$ cat src/design/mch_pkg.sv
// ----------------------------------------------------------------------------
// mch_pkg: shared types and constants of the calibrated heading block
// Holds the sequencer states and the CORDIC arctangent table.
// ----------------------------------------------------------------------------
package mch_pkg;

  typedef enum logic [2:0] {
    ST_IDLE,
    ST_CALC,
    ST_MUL,
    ST_CORDIC,
    ST_OUT
  } state_t;

  localparam int unsigned SAMPLE_W = 16;
  localparam int unsigned DIFF_W   = 18;
  localparam int unsigned RANGE_W  = 17;
  localparam int unsigned PROD_W   = DIFF_W + RANGE_W;
  localparam int unsigned CORD_W   = 64;
  localparam int unsigned ACC_W    = 32;
  localparam int unsigned PRESCALE = 24;
  localparam int unsigned MAX_STEPS = 24;

  localparam logic signed [SAMPLE_W-1:0] SAMPLE_MAX = 16'sh7FFF;
  localparam logic signed [SAMPLE_W-1:0] SAMPLE_MIN = 16'sh8000;
  localparam logic [ACC_W-1:0] HALF_TURN = 32'h8000_0000;

  function automatic logic [ACC_W-1:0] atan_turn(input logic [4:0] idx);
    logic [ACC_W-1:0] v;
    begin
      case (idx)
        5'd0:  v = 32'd536870912;
        5'd1:  v = 32'd316933406;
        5'd2:  v = 32'd167458907;
        5'd3:  v = 32'd85004756;
        5'd4:  v = 32'd42667331;
        5'd5:  v = 32'd21354465;
        5'd6:  v = 32'd10680862;
        5'd7:  v = 32'd5340245;
        5'd8:  v = 32'd2670163;
        5'd9:  v = 32'd1335087;
        5'd10: v = 32'd667544;
        5'd11: v = 32'd333772;
        5'd12: v = 32'd166886;
        5'd13: v = 32'd83443;
        5'd14: v = 32'd41722;
        5'd15: v = 32'd20861;
        5'd16: v = 32'd10430;
        5'd17: v = 32'd5215;
        5'd18: v = 32'd2608;
        5'd19: v = 32'd1304;
        5'd20: v = 32'd652;
        5'd21: v = 32'd326;
        5'd22: v = 32'd163;
        5'd23: v = 32'd81;
        default: v = '0;
      endcase
      return v;
    end
  endfunction

endpackage

$ cat src/design/magnetometer_calibrated_heading.sv
// ----------------------------------------------------------------------------
// magnetometer_calibrated_heading: hard-iron calibrated compass heading
// Tracks per-axis min/max, centers and cross-scales the sample, then finds
// atan2 by iterative CORDIC vectoring into a binary angle.
// ----------------------------------------------------------------------------
// One word passes through the CALC, MUL, CORDIC and OUT states from acceptance to
// the result, and the next word is taken once the
// result has been delivered. The two cross products are formed by two
// shift-and-add multipliers side by side that each retire one multiplier bit per cycle, and the
// angle by one shared CORDIC stage that runs once per step. A word with a
// zero axis range skips both, going from MUL straight to OUT, and reports an invalid heading.

module magnetometer_calibrated_heading #(
  parameter int unsigned CORDIC_STEPS = 16,
  parameter int unsigned ANGLE_BITS   = 16
) (
  input  logic        clk,
  input  logic        rst,
  input  logic        in_valid,
  output logic        in_stall,
  input  logic [15:0] mag_x,
  input  logic [15:0] mag_y,
  output logic        out_valid,
  input  logic        out_stall,
  output logic [15:0] heading_angle,
  output logic        heading_valid
);

  localparam int unsigned SW = mch_pkg::SAMPLE_W;
  localparam int unsigned DW = mch_pkg::DIFF_W;
  localparam int unsigned RW = mch_pkg::RANGE_W;
  localparam int unsigned PW = mch_pkg::PROD_W;
  localparam int unsigned CW = mch_pkg::CORD_W;
  localparam int unsigned AW = mch_pkg::ACC_W;
  localparam int unsigned NSTEPS =
    (CORDIC_STEPS > mch_pkg::MAX_STEPS) ? mch_pkg::MAX_STEPS : CORDIC_STEPS;
  localparam logic [AW-1:0] ROUND_ADD = AW'(1) << (AW - 1 - ANGLE_BITS);
  localparam int unsigned MCNT_W = $clog2(RW + 1);

  mch_pkg::state_t state, state_next;

  logic signed [SW-1:0] min_x, min_y, max_x, max_y;
  logic signed [SW-1:0] sx, sy;
  logic signed [DW-1:0] dx, dy;
  logic        [RW-1:0] rx, ry;
  logic signed [PW-1:0] px, py;
  logic        [RW-1:0] mplr_x, mplr_y;
  logic signed [PW-1:0] mcand_x, mcand_y;
  logic [MCNT_W-1:0] mcnt;
  logic signed [CW-1:0] cx, cy;
  logic [AW-1:0] acc;
  logic [4:0] step;
  logic       cord_run;
  logic [15:0] angle_out;
  logic        angle_ok;

  // Running extremes, including the current sample.
  logic signed [SW-1:0] nmin_x, nmin_y, nmax_x, nmax_y;
  always_comb begin
    nmin_x = (sx < min_x) ? sx : min_x;
    nmin_y = (sy < min_y) ? sy : min_y;
    nmax_x = (sx > max_x) ? sx : max_x;
    nmax_y = (sy > max_y) ? sy : max_y;
  end

  // Sign-extended 64-bit views of the products, scaled by 2^24.
  logic signed [CW-1:0] px_w, py_w;
  assign px_w = CW'(px) <<< mch_pkg::PRESCALE;
  assign py_w = CW'(py) <<< mch_pkg::PRESCALE;

  // One CORDIC vectoring step.
  logic signed [CW-1:0] xs, ys, cx_step, cy_step;
  logic [AW-1:0] acc_step;
  always_comb begin
    xs = cx >>> step;
    ys = cy >>> step;
    if (!cy[CW-1]) begin
      cx_step  = cx + ys;
      cy_step  = cy - xs;
      acc_step = acc + mch_pkg::atan_turn(step);
    end else begin
      cx_step  = cx - ys;
      cy_step  = cy + xs;
      acc_step = acc - mch_pkg::atan_turn(step);
    end
  end

  logic [AW-1:0] acc_round;
  assign acc_round = acc + ROUND_ADD;

  always_ff @(posedge clk) begin
    if (rst) begin
      state <= mch_pkg::ST_IDLE;
    end else begin
      state <= state_next;
    end
  end

  always_comb begin
    state_next = state;
    case (state)
      mch_pkg::ST_IDLE:   if (in_valid) state_next = mch_pkg::ST_CALC;
      mch_pkg::ST_CALC:   state_next = mch_pkg::ST_MUL;
      mch_pkg::ST_MUL: begin
        if (rx == '0 || ry == '0) begin
          state_next = mch_pkg::ST_OUT;
        end else if (32'(mcnt) == RW) begin
          state_next = mch_pkg::ST_CORDIC;
        end
      end
      mch_pkg::ST_CORDIC: if (32'(step) == NSTEPS) state_next = mch_pkg::ST_OUT;
      mch_pkg::ST_OUT:    if (!out_stall) state_next = mch_pkg::ST_IDLE;
      default:            state_next = mch_pkg::ST_IDLE;
    endcase
  end

  always_ff @(posedge clk) begin
    if (rst) begin
      min_x <= mch_pkg::SAMPLE_MAX;
      min_y <= mch_pkg::SAMPLE_MAX;
      max_x <= mch_pkg::SAMPLE_MIN;
      max_y <= mch_pkg::SAMPLE_MIN;
    end else if (state == mch_pkg::ST_CALC) begin
      min_x <= nmin_x;
      min_y <= nmin_y;
      max_x <= nmax_x;
      max_y <= nmax_y;
    end
  end

  always_ff @(posedge clk) begin
    case (state)
      mch_pkg::ST_IDLE: begin
        sx <= mag_x;
        sy <= mag_y;
      end
      mch_pkg::ST_CALC: begin
        dx <= (DW'(sx) <<< 1) - (DW'(nmin_x) + DW'(nmax_x));
        dy <= (DW'(sy) <<< 1) - (DW'(nmin_y) + DW'(nmax_y));
        rx <= RW'(DW'(nmax_x) - DW'(nmin_x));
        ry <= RW'(DW'(nmax_y) - DW'(nmin_y));
        mcnt <= '0;
      end
      mch_pkg::ST_MUL: begin
        if (mcnt == '0) begin
          // Load: X = dx * ry, Y = dy * rx, one multiplier bit per cycle.
          mcand_x <= PW'(dx);
          mcand_y <= PW'(dy);
          mplr_x  <= ry;
          mplr_y  <= rx;
          px      <= '0;
          py      <= '0;
          mcnt    <= mcnt + 1'b1;
        end else begin
          if (mplr_x[0]) px <= px + mcand_x;
          if (mplr_y[0]) py <= py + mcand_y;
          mcand_x <= mcand_x <<< 1;
          mcand_y <= mcand_y <<< 1;
          mplr_x  <= mplr_x >> 1;
          mplr_y  <= mplr_y >> 1;
          mcnt    <= mcnt + 1'b1;
        end
        step <= '0;
        cord_run <= 1'b0;
        angle_ok <= !(rx == '0 || ry == '0);
        angle_out <= '0;
      end
      mch_pkg::ST_CORDIC: begin
        // The first CORDIC cycle loads the vector; the steps then run from 0, unless the vector is zero.
        if (!cord_run && px == '0 && py == '0) begin
          step     <= 5'(NSTEPS);
          acc      <= '0;
          cx       <= '0;
          cy       <= '0;
          cord_run <= 1'b1;
        end else if (!cord_run && !px[PW-1]) begin
          cx       <= px_w;
          cy       <= py_w;
          acc      <= '0;
          cord_run <= 1'b1;
        end else if (!cord_run) begin
          cx       <= -px_w;
          cy       <= -py_w;
          acc      <= mch_pkg::HALF_TURN;
          cord_run <= 1'b1;
        end else if (32'(step) == NSTEPS) begin
          angle_out <= 16'((acc_round >> (AW - ANGLE_BITS)) &
                           ((AW'(1) << ANGLE_BITS) - AW'(1)));
        end else begin
          cx   <= cx_step;
          cy   <= cy_step;
          acc  <= acc_step;
          step <= step + 1'b1;
        end
      end
      default: ;
    endcase
  end

  assign in_stall      = (state != mch_pkg::ST_IDLE);
  assign out_valid     = (state == mch_pkg::ST_OUT);
  assign heading_angle = angle_out;
  assign heading_valid = angle_ok;

  ast_extremes_ordered: assert property (@(posedge clk) disable iff (rst)
    (state == mch_pkg::ST_OUT && angle_ok) |-> (min_x < max_x && min_y < max_y))
    else $error("valid heading with an empty axis range");

  ast_one_result: assert property (@(posedge clk) disable iff (rst)
    (out_valid && !out_stall) |=> !out_valid)
    else $error("result delivered twice");

  ast_accept_idle: assert property (@(posedge clk) disable iff (rst)
    (in_valid && !in_stall) |=> (state == mch_pkg::ST_CALC))
    else $error("accepted word did not start work");

endmodule

$ cat config.mk
export PLATFORM = sky130hd
export DESIGN_NAME = magnetometer_calibrated_heading
export DESIGN_NICKNAME = d
export VERILOG_FILES = /design/src/design/mch_pkg.sv /design/src/design/magnetometer_calibrated_heading.sv
export SDC_FILE = /design/constraint.sdc
export NUM_CORES = 2
export LEC_CHECK = 0
export BUFFER_PORTS_ARGS = -buffer_cell sky130_fd_sc_hd__buf_2
export CAP_MARGIN = 40
export CORE_ASPECT_RATIO = 1.25
export CORE_UTILIZATION = 50
export DETAILED_ROUTE_END_ITERATION = 8
export PLACE_DENSITY_LB_ADDON = 0.05
export REMOVE_ABC_BUFFERS = 1
export SLEW_MARGIN = 20
export SYNTH_ARGS = -nofsm -noshare
export SYNTH_HDL_FRONTEND = slang
export SYNTH_SLANG_ARGS = --single-unit
$ cat constraint.sdc
create_clock -name clk -period 7 [get_ports clk]
set_clock_uncertainty 0.2 [all_clocks]
set_input_delay 1.4 -clock clk [delete_from_list [all_inputs] [get_ports clk]]
set_output_delay 1.4 -clock clk [all_outputs]
set_load 0.01 [all_outputs]
# [Yosys cells after proc, flatten, opt, wreduce, memory -nomap -nowiden]
# Memory sizes are Yosys's and may differ from the RTL's. A register that Yosys moved wholly into a read port is not among the register bits.
# Index checks and enable logic that the tools add are counted.
[word_totals] regBits=531 rom_bits=1920 wordCells=146 memories=2
[mem_list] name="(name not given)" words=32 width=30 rd=1 rd_clocked_by_memory_dff=1 write_ports=0 line="mch_pkg.sv:31" text="case (idx)"
[mem_list] name="(name not given)" words=32 width=30 rd=1 rd_clocked_by_memory_dff=1 write_ports=0 line="mch_pkg.sv:31"
[op_classes] addsub=19 order_cmp=4 n_eq_ne=17 shift=2 muxes=43 n_bitwise=1 reduce_logical=26
[op_table] cell="$mux W64" count=8
[op_table] cell="$mux W16" count=10
[op_table] cell="$mux W32" count=5
[op_table] cell="$mux W35" count=4
[op_table] cell="$add A64 B64 Y64" count=2
[op_table] cell="$neg A59 Y64" count=2
[op_table] cell="$sshr A64 B5 Y64" count=2
[op_table] cell="$sub A64 B64 Y64" count=2
[op_table] cell="$add A35 B35 Y35" count=2
[op_table] cell="$logic_not A35 Y1" count=2
[op_table] cell="$sub A17 B17 Y18" count=2
[op_table] cell="$add A16 B16 Y17" count=2
[op_table] cell="$logic_not A17 Y1" count=2
[op_table] cell="$sub A16 B16 Y17" count=2
[op_table] cell="$add A32 B16 Y32 const B" count=1
[op_table] cell="$add A32 B32 Y32" count=1
[op_table] cell="$gt A16 B16 Y1" count=2
[op_table] cell="$lt A16 B16 Y1" count=2
[op_table] cell="$pmux W16 S2" count=1
[op_table] cell="$sub A32 B32 Y32" count=1
[op_table] cell="$mux W5" count=6
[op_table] cell="$pmux W5 S2" count=2
[op_table] cell="$mux W3" count=5
[op_table] cell="$pmux W3 S5" count=1
[op_table] cell="22 further kinds" count=43

# [Longest topological paths before layout]
[logic_depth] word_depth=7 mapped_depth=31 depth_no_buf=29

# [Worst setup path after synthesis]
# No wires, ideal clock.
[synth_path] kind="flip-flop to flip-flop" start="reg step[1]" end="reg cy[57], data pin" setup_time_ns=0.180 arrival_ns=6.114 t_required_ns=6.620 slack_ns=0.506 path_stages_with_launch=27 n_path_buf=4 path_cell_list="edfxtp_1 buf_2 buf_2 clkbuf_1 mux4_2 mux2_2 a22oi_1 o211ai_1 nor4b_4 and2_1 and2_1 and3b_1 nor2_1 xnor2_1 ha_1 clkbuf_1 a21o_1 a221o_1 a221oi_1 o21ai_0 o41ai_1 o21ai_1 a221o_1 a21oi_1 and2_1 o21ai_0 a221oi_1"
[synth_via] elab_chain_len=6 elab_cells_between_ends=7 classes_between="add/sub: 2; shift: 1; mux: 4"
[synth_lines] item="from (decl)" line="magnetometer_calibrated_heading.sv:52" text="logic [4:0] step;"
[synth_lines] item="from (signal assigned)" line="magnetometer_calibrated_heading.sv:171" text="step <= 5'(NSTEPS);"
[synth_lines] item="from (signal assigned)" line="magnetometer_calibrated_heading.sv:193" text="step <= step + 1'b1;"
[synth_lines] item="$sshr A64 B5 Y64 (*)" line="magnetometer_calibrated_heading.sv:75" text="xs = cx >>> step;"
[synth_lines] item="$sub A64 B64 Y64 or $add A64 B64 Y64 (tied branches)" line="magnetometer_calibrated_heading.sv:79, magnetometer_calibrated_heading.sv:83"
[synth_lines] item="$mux W64 (*)" line="magnetometer_calibrated_heading.sv:77" text="if (!cy[CW-1]) begin"
[synth_lines] item="$mux W64 (*)" line="magnetometer_calibrated_heading.sv:186" text="end else if (32'(step) == NSTEPS) begin"
[synth_lines] item="$mux W64 (*)" line="magnetometer_calibrated_heading.sv:181" text="end else if (!cord_run) begin"
[synth_lines] item="$mux W64 (*)" line="magnetometer_calibrated_heading.sv:176" text="end else if (!cord_run && !px[PW-1]) begin"
[synth_lines] item="to (signal assigned)" line="magnetometer_calibrated_heading.sv:178" text="cy <= py_w;"
[synth_lines] item="to (signal assigned)" line="magnetometer_calibrated_heading.sv:183" text="cy <= -py_w;"
[synth_lines] item="to (signal assigned)" line="magnetometer_calibrated_heading.sv:191" text="cy <= cy_step;"
[synth_lines] item="to (decl)" line="magnetometer_calibrated_heading.sv:50" text="logic signed [CW-1:0] cx, cy;"
# Every way passes the cells marked *; elsewhere a longest branch is shown, timed or not. The select of a mux whose other input is x is not followed.
# A chain may end at the register's enable or synchronous reset.

# [Worst setup path in the final report]
[layout_path] start="reg step[0]" end="reg cx[54], data pin"
[layout_via] elab_chain_len=6 elab_cells_between_ends=7 classes_between="add/sub: 2; shift: 1; mux: 4"
[layout_lines] item="$sshr A64 B5 Y64 (*)" line="magnetometer_calibrated_heading.sv:76" text="ys = cy >>> step;"
[layout_lines] item="$add A64 B64 Y64 or $sub A64 B64 Y64 (tied branches)" line="magnetometer_calibrated_heading.sv:78, magnetometer_calibrated_heading.sv:82"
[layout_lines] item="$mux W64 (*)" line="magnetometer_calibrated_heading.sv:77"
[layout_lines] item="$mux W64 (*)" line="magnetometer_calibrated_heading.sv:186"
[layout_lines] item="$mux W64 (*)" line="magnetometer_calibrated_heading.sv:181"
[layout_lines] item="$mux W64 (*)" line="magnetometer_calibrated_heading.sv:176"
[layout_lines] item="to (signal assigned)" line="magnetometer_calibrated_heading.sv:177" text="cx <= px_w;"
[layout_lines] item="to (signal assigned)" line="magnetometer_calibrated_heading.sv:182" text="cx <= -px_w;"
[layout_lines] item="to (signal assigned)" line="magnetometer_calibrated_heading.sv:190" text="cx <= cx_step;"
[layout_lines] item="to (decl)" line="magnetometer_calibrated_heading.sv:50"
# Marks and branches as above.

==> metrics <==
total wire length=roughly 190 mm; delay-heaviest family, CP=compound AO/OA/AOI/OAI gates; fillers=9514; worst-case reg-to-reg path depth=29; HP Class=register to register; P_leak=approximately 26 nW; Seq/Total Area, Yosys=0.2943; Hold-fix buffers, CTS=0; maxcap violations=0; Worst EP arrival=around 7000 ps; first-pass GRT wire length=between 200 and 300 mm; Mapped Cells=a little over 6k; initial antenna violation count=3; via count=approximately 50k; DP HPWL=148.6 mm; final setup fails=0; TritonCTS Buffers=67; worst hold path depth=2; Post-synth top flop=edfxtp_1; Iteration-0 DRC Markers=between 3k and 4k; CP Max Fanout=9; CTS Root Cell=clkbuf_16; CP peak stage delay=approximately 530 ps; router iterations before antenna repair=8; Post-synth EDFFs=~460; Setup CP Type=register to register; vias in the first global route=approximately 48k; Max clock buf depth=3; pin count of the biggest net entering global routing=98; Syn. warnings=0; Fin Hold WS=about 290 ps; Initial Utilization=0.5050; WHS Endpoint=min_x[15]$_SDFFE_PP0P_; Worst Tran Pin Value=roughly 990 ps; status=complete, no violations; critical path depth in cells=29; final core utilization=0.5925; post-DR vias/cell=slightly above 6; slowest cell on the critical path=mux4_2; FF-to-FF setup slack=about 130 ps; area grow syn2layout=17.32%; RSZ-0062 raised after global routing=yes; CTS tree=built; Synth Register Bits=561; FFs w/ async S/R, synth=0; Layout Nets=7116; maximum clock frequency=between 100 and 150 MHz; H-tree Lvls=3; final worst-path cycle share=0.9818; crit end category=register; All-Layer GR Usage=0.3417; die area=0.1092 mm2; Core ar.=0.1068 mm2; RR Startpoint=step[0]$_DFFE_PP_; # clock sinks=561; Top-Level Pins=55; Relative slew margins=0.3357; Critical Path RT=7200 ps; average size of a mapped cell=between 8 and 9 um2; worst path buffer plus inverter count=9; Startpoint Class=register; share of cells above drive strength 1=0.1874; Hold Vio Cnt, Final=0; cell area after synthesis=about 0.054 mm2; WL/cell=approximately 23 um; die width=about 300 um; total power=approximately 16 mW; total gr overflow=0; Worst path most repeated cell=buf_4; GPL Wtd Cong=slightly above 1; worst hold start=min_x[15]$_SDFFE_PP0P_; Post-route DRC=0; input/output buffers=between 50 and 60; post-route minimum period=~6900 ps; CTS clock-pin slew for the worst setup and hold paths=roughly 60 ps; synth unique cells=102; Cell Pwr Density=roughly 260 mW/mm2; # rows=134; Peak VDD IR=~270 uV; Detail Route Antenna Nets=0; Max Slew Vio Count=0; die height=369.2 um; worst skew pair latency=between 700 and 800 ps; r2r endpoint=cx[54]$_SDFFCE_PP0P_
## synth_stat cells (all sizes together) (103+ instances only)
master | instances | area share
buf | 118 | 0.012
edfxtp | 464 | 0.26
mux2 | 103 | 0.022
mux4 | 126 | 0.053
mux2i | 188 | 0.035
a21o | 155 | 0.022
nor2 | 569 | 0.040
xor2 | 183 | 0.030
ha | 420 | 0.097
nand2 | 728 | 0.051
nand3 | 112 | 0.010
nor3 | 167 | 0.016
inv | 243 | 0.017
o21ai | 327 | 0.030
clkbuf | 186 | 0.013
a21oi | 447 | 0.042
xnor2 | 214 | 0.035
## what timing repair did
action	4_1_cts	5_1_grt
setup endpoints to repair	28	40
setup buffers	4	17
gates cloned	2	2
pin swaps	4	33
gates resized for setup	28	88
## metal layers
metal / global-route usage / wire length, um / vias to the layer above / share of wire
met1: 0.3900 / 73360 / 23864 / 0.39
met2: 0.5994 / 93620 / 1711 / 0.49
met5: 0 / 0 / - / 0
met4: 0.2149 / 13180 / 0 / 0.069
met3: 0.04439 / 9727 / 547 / 0.051
li1: - / - / 23739 / -
## cell type report
cell class                      instances  area [um2]  area share
Multi-Input combinational cell       4987       36300      0.5737
Timing Repair Buffer                  760        6016     0.09507
Sequential cell                       561       15880      0.2509
Tap cell                             1428        1787     0.02824
Clock inverter                         41       525.5    0.008305
Antenna cell                            1       2.502  0.00003955
Inverter                              244       929.6     0.01469
Clock buffer                           83        1841     0.02909
## where the power goes
group          internal (mW)  total (mW)  switching [mW]
combinational           3.35        7.81            4.46
sequential              4.38        4.70           0.321
clock                   2.17        3.79            1.62
total                   9.90        16.3            6.40
## how the worst max path moves through the flow
| stage | start | endpoint | slack (ps) |
|---|---|---|---|
| floorplan | mcnt[0]$_SDFFCE_PN0P_ | mcand_x[17]$_DFFE_PP_ | -7420 |
| global placement | step[0]$_DFFE_PP_ | cx[54]$_SDFFCE_PP0P_ | -390 |
| detailed placement | step[0]$_DFFE_PP_ | cx[54]$_SDFFCE_PP0P_ | -490 |
| CTS | step[0]$_DFFE_PP_ | cx[54]$_SDFFCE_PP0P_ | -0.3 |
| global route | step[0]$_DFFE_PP_ | cx[62]$_SDFFCE_PP0P_ | -70 |
| finish | step[0]$_DFFE_PP_ | cx[54]$_SDFFCE_PP0P_ | 130 |
## logic make-up (layout without fill, tap and decap cells)
logic type	Yosys count	after routing	synth area share
fa+ha+maj	459	459	0.1119
compound gates	1641	1641	0.1982
other cells	0	1	0
mux	417	417	0.1091
simple gates	2073	2073	0.1802
buf+inv	548	1128	0.04178
xor+xnor	397	397	0.06447
flops	561	561	0.2943
## metrics by stage
| stage | setup TNS [ps] | area, um2 | setup WS [ps] | cells |
|---|---|---|---|---|
| 2_1_floorplan | -2693100 | 52600 | -7424 | 5792 |
| 3_3_place_gp | -5164 | 60010 | -389.6 | 7946 |
| 3_5_place_dp | -6034 | 60070 | -489.8 | 7951 |
| 4_1_cts | -0.2585 | 62650 | -0.2585 | 8081 |
| 5_1_grt | -291.7 | 63270 | -65.09 | 8104 |
| 6_report | 0 | 63280 | 127.4 | 8105 |
## worst min-delay path: cells and delay by family (launching register included)
kind,cells,cell delay [ps]
AND/OR/NAND/NOR,1,70
flip-flops,1,320
multiplexers,1,60
## cells in the final DEF, fill, tap and decap left out, types with 75 or more instances in the layout
| cell type | n |
|---|---|
| nand2_1 | 725 |
| buf_4 | 663 |
| nor2_1 | 566 |
| edfxtp_1 | 464 |
| a21oi_1 | 434 |
| ha_1 | 420 |
| o21ai_0 | 310 |
| inv_1 | 236 |
| xnor2_1 | 212 |
| mux2i_1 | 184 |
| xor2_1 | 183 |
| nor3_1 | 158 |
| a21o_1 | 155 |
| mux4_2 | 126 |
| nand3_1 | 110 |
| mux2_2 | 99 |
| dfxtp_1 | 97 |
| o211ai_1 | 75 |
## sequential cells by signal (all words and copies together), names as in the netlist, 17 cells and up, named ones only
register and flops:
dy 18, mplr_y 17, dx 18, rx 17, acc 32, px 35, py 35, mcand_y 35
mcand_x 35, cx 64, mplr_x 17, ry 17, cy 64
Note: power is estimated with default switching activity, not from simulation.
